`src/tgfs_ram.sv`:
```
// Generic single-port-write, single-port-read RAM with registered read data.
// No dependencies.
`timescale 1ns / 1ps
`default_nettype none
module tgfs_ram #(
   parameter int WIDTH = 8,
   parameter int DEPTH = 16
) (
   input  wire logic                     clock,
   input  wire logic                     wr_en,
   input  wire logic [$clog2(DEPTH)-1:0] wr_addr,
   input  wire logic [WIDTH-1:0]         wr_data,
   input  wire logic [$clog2(DEPTH)-1:0] rd_addr,
   output logic      [WIDTH-1:0]         rd_data
);

   logic [WIDTH-1:0] mem_ff [DEPTH];
   logic [WIDTH-1:0] rd_data_ff;

   always_ff @(posedge clock) begin
      if (wr_en) begin
         mem_ff[wr_addr] <= wr_data;
      end
      rd_data_ff <= mem_ff[rd_addr];
   end

   assign rd_data = rd_data_ff;

endmodule
`default_nettype wire

```
`config.mk`:
```
export PLATFORM = sky130hd
export DESIGN_NAME = tgfs_ram
export DESIGN_NICKNAME = d
export VERILOG_FILES = /design/src/tgfs_ram.sv
export SDC_FILE = /design/constraint.sdc
export NUM_CORES = 1
export LEC_CHECK = 0
export ABC_CLOCK_PERIOD_IN_PS = 4500
export BUFFER_PORTS_ARGS = -buffer_cell sky130_fd_sc_hd__buf_2
export CAP_MARGIN = 15
export CORE_MARGIN = 10
export CORE_UTILIZATION = 50
export CTS_BUF_LIST = sky130_fd_sc_hd__clkbuf_4 sky130_fd_sc_hd__clkbuf_8
export DETAILED_ROUTE_END_ITERATION = 12
export GPL_TIMING_DRIVEN = 0
export HOLD_SLACK_MARGIN = 0.15
export PLACE_DENSITY = 0.77
export SLEW_MARGIN = 5
export SYNTH_ARGS = -nofsm -noshare
export SYNTH_HDL_FRONTEND = slang
export SYNTH_SLANG_ARGS = --single-unit
```
`constraint.sdc`:
```
create_clock -name clock -period 4.5 [get_ports clock]
set_clock_uncertainty 0.15 [all_clocks]
set_input_delay 0.45 -clock clock [delete_from_list [all_inputs] [get_ports clock]]
set_output_delay 0.45 -clock clock [all_outputs]
set_load 0.01 [all_outputs]
```
==> insert_results.sql, run 1 <==
INSERT INTO impl_metrics (metric_group, metric, value, unit) VALUES
('setup_path', 'worstPathArrival', '1.89', 'ns'),
('place', 'placement.io_buffers', '24', ''),
('clocking', 'tritoncts_clock_tree', 'done', ''),
('pwr', 'ir_worst_vdd', '0.000268', 'V'),
('routing', 'via_per_inst', '5.76', ''),
('floorplanning', 'io-pin-count', '26', ''),
('setup_path', 'cp-end-kind', 'flop', ''),
('layout', 'final-instance-count-excl-fill', '422', ''),
('clocking', 'cts.repair.resized', '0', ''),
('global_route', 'grt-ovfl-total', '0', ''),
('layout', 'num-nets-final', '294', ''),
('layout', 'leading_cell_type_in_the_layout_fill_and_taps_excluded', 'edfxtp_1', ''),
('routing', 'wirelength', '9670', 'um'),
('layout', 'postLayoutCellArea', '5800', 'sq um'),
('clocking', 'max-clock-path-buffers', '2', ''),
('place', 'dp.final_hpwl', '6370', 'um'),
('global_route', 'grt_util_all_layers', '14.0', '%'),
('synth', 'synth_sequential_area_ratio', '77.8', '%'),
('sta', 'timing_worst_slew_pin_value', '0.869', 'ns'),
('place', 'post-place-ws', '2.19', 'ns'),
('routing', 'wl_per_cell', '22.9', 'um'),
('place', 'globalplace.congestion', '0.866', ''),
('synth', 'yosys.cell_types.count', '19', ''),
('sta', 'final_min_period_over_clock_period', '42.1', '%'),
('layout', 'num-fill-cells', '738', ''),
('routing', 'drt_first_pass_iters', '5', ''),
('clocking', 'cts_post_setup_buffers_inserted', '0', ''),
('synth', 'synthCells', '229', ''),
('sta', 'timing.fmax', '527', 'MHz'),
('min_path', 'hold_start', 'wr_data[2]', ''),
('clocking', 'clock_sink_total', '136', ''),
('synth', 'number_of_nets_produced_by_synthesis', '247', ''),
('global_route', 'grt_max_degree', '17', ''),
('synth', 'yosysWarningCount', '0', ''),
('routing', 'drt_iter0_drc', '242', ''),
('min_path', 'hold_class', 'in2reg', ''),
('sta', 'worst_slack', '2.60', 'ns'),
('layout', 'layout-drive-gt1-share', '30.4', '%'),
('place', 'placed_cells_incl_taps', '390', ''),
('floorplanning', 'rows', '36', ''),
('run', 'timing.max_cap.violations', '0', ''),
('setup_path', 'worstPathRequired', '4.50', 'ns'),
('sta', 'timing.max_slew.rel_slack', '41.9', '%'),
('synth', 'synth_area_per_cell', '22.5', 'sq um'),
('run_status', 'status', 'finished, final reports clean', ''),
('clocking', 'clk_latency', '0.44', 'ns'),
('routing', 'detail-route-antenna-nets', '0', ''),
('sta', 'grt_setup_unrepaired', 'false', ''),
('clocking', 'cts_htree_levels', '4', ''),
('layout', 'area.growth.synth_to_final', '12.7', '%'),
('clocking', 'postCtsHoldBufs', '0', ''),
('synth', 'syn-cell-area', '5150', 'sq um'),
('pwr', 'power_density', '415', 'nW/um^2'),
('global_route', 'antenna_found_initial', '0', ''),
('sta', 'final_max_slew_viol_count', '0', ''),
('floorplanning', 'fp.dieArea', '14800', 'sq um'),
('setup_path', 'timing_worst_setup_path_type', 'in2reg', ''),
('floorplanning', 'die_w', '121', 'um'),
('floorplanning', 'core_region_area', '9910', 'sq um'),
('layout', 'diodes', '0', ''),
('routing', 'drc', '0', ''),
('pwr', 'cellLeakagePower', '0.00194', 'uW'),
('clocking', 'cts_root_buf', 'clkbuf_8', ''),
('setup_path', 'path_max_fanout', '5', ''),
('setup_path', 'regToRegStartpoint', 'mem_ff[1][2]', ''),
('sta', 'timing.final.crit_period', '1.90', 'ns'),
('global_route', 'grt_pass1_vias', '2510', ''),
('setup_path', 'setup.worst_path.start_class', 'input port', ''),
('place', 'placed_area', '5460', 'sq um'),
('routing', 'route.vias.total', '2429', ''),
('sta', 'final-setup-viol-count', '0', ''),
('synth', 'flop_and_latch_count_out_of_synthesis', '136', ''),
('floorplanning', 'initial_core_util', '51.9', '%'),
('floorplanning', 'die_h', '121', 'um'),
('sta', 'totalNegativeSetupSlack', '0', 'ns'),
('global_route', 'grt_first_pass_wirelength', '14900', 'um'),
('setup_path', 'worst_setup_path_startpoint', 'wr_addr[2]', ''),
('clocking', 'clk_pin_slew', '0.08', 'ns'),
('clocking', 'cts_inserted_buffers', '17', ''),
('layout', 'top_library_cells_by_usage_in_the_layout_fill_and_taps_aside', '128 x edfxtp_1, 29 x buf_2, 18 x mux4_2, 17 x clkbuf_8, 16 x a22oi_1', ''),
('sta', 'final-hold-violation-count', '0', '');
## area by class of cell
cell class	instances	area (sq um)	area share, %
buffer	10	86.3	1.49
sequential	136	4000	69.0
clock inverter	14	101	1.75
timing repair buffer	28	145	2.50
multi-input combinational	83	1060	18.2
clock buffer	18	241	4.16
tap	133	166	2.87
## cell usage after synthesis (all sizes together)
library cell	number	area share [%]
edfxtp	128	75
mux4	32	15
a22oi	16	2.3
nor2	13	0.95
nand2	9	0.66
dfxtp	8	3.1
buf	7	1.1
nor3	4	0.39
clkdlybuf4s25	3	0.58
nand2b	2	0.24
nand3b	2	0.29
and2	1	0.12
and2b	1	0.15
nand3	1	0.097
nor2b	1	0.12
or3b	1	0.17
## power by group
part | internal [uW] | switching, uW | leakage (uW)
logic | 56.7 | 81.4 | 0.000537
registers | 1410 | 6.78 | 0.00122
clock network | 387 | 459 | 0.000178
total | 1860 | 547 | 0.00194
## routing by layer
layer | vias to the layer above | share of wire, % | GRT usage [%]
li1 | 1067 | - | -
met1 | 1234 | 41 | 18.2
met2 | 116 | 48 | 21.5
met3 | 12 | 9.2 | 4.42
met4 | 0 | 1.4 | 5.51
met5 | - | 0 | 0
## critical path, stage by stage
cell    delay (ns)
buf_2         0.13
or3b_2        0.51
nor3_1        0.53
buf_4         0.27
## logic make-up after synthesis
family	count (synthesis)	synth area share, %
multiplexers	32	15.0
buffers and inverters	10	1.68
AO/OA/AOI/OAI	16	2.33
AND/OR/NAND/NOR	35	3.18
flip-flops	136	77.8
## stage by stage
| stage | power [uW] | utilization [%] | hold WS (ns) |
|---|---|---|---|
| finish | 2410 | 58.5 | 0.257 |
| global route | 2490 | 58.5 | 0.249 |
| CTS | 2420 | 58.5 | 0.246 |
| detailed placement | 1590 | 55.1 | 0.511 |
| global placement | 1580 | 54.8 | 0.505 |
| floorplan | 1520 | - | 0.399 |
## flip-flops by register name, indices dropped and copies added (netlist names)
signal,flops
rd_data,8
mem_ff,128
## worst paths after layout
check / cells past startpoint / to / slack [ns]
max: 4 / mem_ff[0][6] / 2.60
max reg2reg: 3 / rd_data[2] / 2.88
min reg2reg: 3 / rd_data[2] / 0.52
min: 1 / mem_ff[2][2] / 0.26
No activity file was read; power rests on OpenSTA's default activity.
==> run 2, diff against run 1 <==
Settings changed: ABC_AREA set to 1, ABC_CLOCK_PERIOD_IN_PS 4500 to 1750.
Clock period 4.5 ns to 1.75 ns, I/O delays scaled along.
==> run 2 against run 1 <==
Sequential cell count is the same. Sequential share of layout area fell by 8.4 points. First-iteration DRC count increased by 120%. Register-to-register slack got worse by 2.8 ns. Synthesized cell count is 140% higher. Critical path type is now reg2reg.
==> insert_results.sql, run 2 <==
INSERT INTO impl_metrics (metric_group, metric, value, unit) VALUES
('run_status', 'status', 'finished, final reports clean', ''),
('layout', 'leading_cell_type_in_the_layout_fill_and_taps_excluded', 'nand2_1', ''),
('clocking', 'cts_root_buf', 'clkbuf_8', ''),
('synth', 'ys_async_sr_fraction', '0', '%'),
('global_route', 'grt_util_all_layers', '17.5', '%'),
('layout', 'num-nets-final', '622', ''),
('synth', 'synth_area_per_cell', '10.5', 'sq um'),
('synth', 'syn-cell-area', '5770', 'sq um'),
('routing', 'wl_per_cell', '17.9', 'um'),
('sta', 'final_min_period_over_clock_period', '93.2', '%'),
('layout', 'layout-drive-gt1-share', '12.8', '%'),
('synth', 'synth_edf_count', '128', ''),
('routing', 'wirelength', '13600', 'um'),
('synth', 'synth.top_cell.area_share', '66.7', '%'),
('pwr', 'report.power.total', '6900', 'uW'),
('synth', 'synth_sequential_area_ratio', '69.4', '%'),
('floorplanning', 'initial_core_util', '50.7', '%'),
('setup_path', 'cp-end-kind', 'flop', ''),
('routing', 'drt_first_pass_iters', '5', ''),
('layout', 'area.growth.synth_to_final', '14.6', '%'),
('synth', 'number_of_nets_produced_by_synthesis', '569', ''),
('routing', 'drc', '0', ''),
('global_route', 'grt_first_pass_wirelength', '21800', 'um'),
('pwr', 'ir_worst_vdd', '0.000576', 'V'),
('synth', 'yosys-mux-area-fraction', '0', '%'),
('synth', 'post_synth_xor_area_fraction', '0', '%'),
('synth', 'dominantRegCellSynth', 'edfxtp_1', ''),
('clocking', 'clk_latency', '0.45', 'ns'),
('sta', 'timing.max_slew.rel_slack', '35.6', '%'),
('setup_path', 'r2r_setup_slack', '0.12', 'ns'),
('routing', 'highest_layer', 'met4', ''),
('place', 'placement.io_buffers', '22', ''),
('clocking', 'tritoncts_clock_tree', 'done', ''),
('sta', 'grt_setup_unrepaired', 'false', ''),
('sta', 'timing.final.crit_period', '1.63', 'ns'),
('place', 'globalplace.congestion', '0.990', ''),
('layout', 'num-fill-cells', '905', ''),
('floorplanning', 'die_w', '127', 'um'),
('synth', 'yosysWarningCount', '0', ''),
('layout', 'final-instance-count-excl-fill', '760', ''),
('layout', 'postLayoutCoreUtil', '58.1', '%'),
('pwr', 'power_density', '1040', 'nW/um^2'),
('clocking', 'cts_inserted_buffers', '17', ''),
('global_route', 'antenna_found_initial', '0', ''),
('sta', 'final-hold-violation-count', '0', ''),
('routing', 'detailroute.wirelength.met3', '1440', 'um'),
('global_route', 'grt_max_degree', '17', ''),
('synth', 'synth_top_family_by_area', 'simple AND/OR/NAND/NOR gates', ''),
('synth', 'synth_compound_area_share', '0', '%'),
('routing', 'routedLengthMet1', '5530', 'um'),
('routing', 'drt_iter0_drc', '524', ''),
('setup_path', 'timing_worst_setup_path_type', 'reg2reg', ''),
('setup_path', 'worstPathArrival', '1.81', 'ns'),
('clocking', 'clock_sink_total', '136', ''),
('floorplanning', 'core_region_area', '11400', 'sq um'),
('synth', 'post_synth_most_frequent_cells', '173 x nand2_1, 128 x edfxtp_1, 100 x inv_1', ''),
('global_route', 'grt-ovfl-total', '0', ''),
('sta', 'final-setup-viol-count', '0', ''),
('routing', 'via_per_inst', '5.33', ''),
('sta', 'timing.fmax', '613', 'MHz'),
('synth', 'synthTopCellsByArea', 'edfxtp_1 67%, nand2_1 11%, nand3_1 8.4%, inv_1 6.5%, dfxtp_1 2.8%', ''),
('place', 'placed_area', '6060', 'sq um'),
('synth', 'post_synth_and_or_nand_nor_area_fraction', '21.0', '%'),
('clocking', 'cts_htree_levels', '4', ''),
('floorplanning', 'fp.dieArea', '16200', 'sq um'),
('layout', 'multiInputGateArea', '1210', 'sq um'),
('synth', 'flop_and_latch_count_out_of_synthesis', '136', ''),
('synth', 'synth-adder-area-share', '0', '%'),
('setup_path', 'worstPathRequired', '1.93', 'ns'),
('clocking', 'max-clock-path-buffers', '2', ''),
('layout', 'flip_flop_count_of_the_largest_register_all_copies_and_words_added', '128', ''),
('floorplanning', 'die_h', '127', 'um'),
('pwr', 'cellLeakagePower', '0.00288', 'uW'),
('synth', 'yosys.area.top_type', 'edfxtp_1', ''),
('global_route', 'grt_pass1_vias', '3927', ''),
('layout', 'registers.top_by_ff_count', 'mem_ff', ''),
('synth', 'yosys.cell_types.count', '12', ''),
('sta', 'final_max_slew_viol_count', '0', ''),
('setup_path', 'setup.worst_path.start_class', 'flop', ''),
('setup_path', 'timing.critical_path.mode_cell', 'nand3_1', ''),
('setup_path', 'worstPathCellList', 'inv_1, nand2_1, nand3_1, nand3_1, dlygate4sd3_1, nand3_1, nand2_1', ''),
('sta', 'timing_worst_slew_pin_value', '0.963', 'ns'),
('min_path', 'hold_class', 'in2reg', ''),
('routing', 'wl_met2', '6240', 'um'),
('place', 'dp.final_hpwl', '8910', 'um'),
('layout', 'combined_flip_flop_and_latch_cell_area', '4000', 'sq um'),
('clocking', 'clk_pin_slew', '0.07', 'ns'),
('setup_path', 'cp_slowest_cell', 'dlygate4sd3_1', ''),
('routing', 'detail-route-antenna-nets', '0', ''),
('layout', 'postLayoutCellArea', '6610', 'sq um'),
('floorplanning', 'io-pin-count', '26', ''),
('synth', 'synth.most_common_cell', 'nand2_1', ''),
('layout', 'top_library_cells_by_usage_in_the_layout_fill_and_taps_aside', '173 x nand2_1, 128 x edfxtp_1, 100 x inv_1, 97 x nand3_1, 35 x buf_2', ''),
('layout', 'diodes', '0', ''),
('synth', 'synthCells', '551', ''),
('setup_path', 'crit_path_max_incr_delay', '0.57', 'ns'),
('routing', 'route.vias.total', '4050', ''),
('setup_path', 'path_max_fanout', '1', ''),
('run', 'timing.max_cap.violations', '0', ''),
('floorplanning', 'rows', '39', ''),
('place', 'placed_cells_incl_taps', '716', '');
## run 2: cell types whose count changed in the layout (fill, tap and decap cells not counted), moves of 4 or more
cell,previous run,this run
mux4_1,14,0
nand2_1,9,173
nor3_1,4,0
inv_1,0,100
clkbuf_8,17,21
mux4_2,18,0
dlygate4sd3_1,0,12
nand3_1,1,97
a22oi_1,16,0
buf_2,29,35
nor2_1,13,17
clkinv_4,6,0
## run 2: layer usage
layer	up-vias	GRT usage (%)
met5	-	0
met4	0	7.77
met3	35	4.14
met2	256	26.5
met1	1883	23.6
li1	1876	-
## run 2: repair_timing
item,CTS,global route
resized for setup,0,0
endpoints found under the hold margin,136,0
hold buffers,12,0
buffers inserted,0,0
## run 2: logic make-up (layout without fill, tap and decap cells)
family                 after synthesis  in the layout
and+or+nand+nor                    289            289
buffers and inverters              126            192
DFF                                136            136
## run 2: metrics by stage
step | hold WS [ns] | setup WS, ns | setup TNS [ns]
3_3_place_gp | 0.426 | -0.0621 | -0.950
6_report | 0.172 | 0.119 | 0
4_1_cts | 0.153 | 0.148 | 0
3_5_place_dp | 0.425 | -0.0523 | -0.757
2_1_floorplan | 0.124 | 0.474 | 0
5_1_grt | 0.211 | 0.0372 | 0
## run 2: final timing paths
path                                   start          to  cells past startpoint
worst min-delay path              rd_addr[1]  rd_data[7]                      6
worst max-delay path            mem_ff[4][0]  rd_data[0]                      7
worst max register to register  mem_ff[4][0]  rd_data[0]                      7
worst min register to register  mem_ff[6][7]  rd_data[7]                      6
## run 2: final cells by class
type                    instances  area share [%]
clock inverters                 8            1.82
well taps                     143            2.71
clock buffers                  24            4.72
multi-input cells             289            18.4
inverters                     102            5.79
plain buffers                  24            2.52
repair buffers                 34            3.48
flip-flops and latches        136            60.6
## run 2: power by group
group,internal (uW),switching (uW)
Clock,1600,1140
Sequential,3640,17.8
Combinational,158,346
## run 2: worst max-delay path, delay by kind of cell, from the launching register on
family / cells / cell delay, ns
buffers and inverters: 2 / 0.63
flip-flops: 1 / 0.38
AND/OR/NAND/NOR: 5 / 0.36
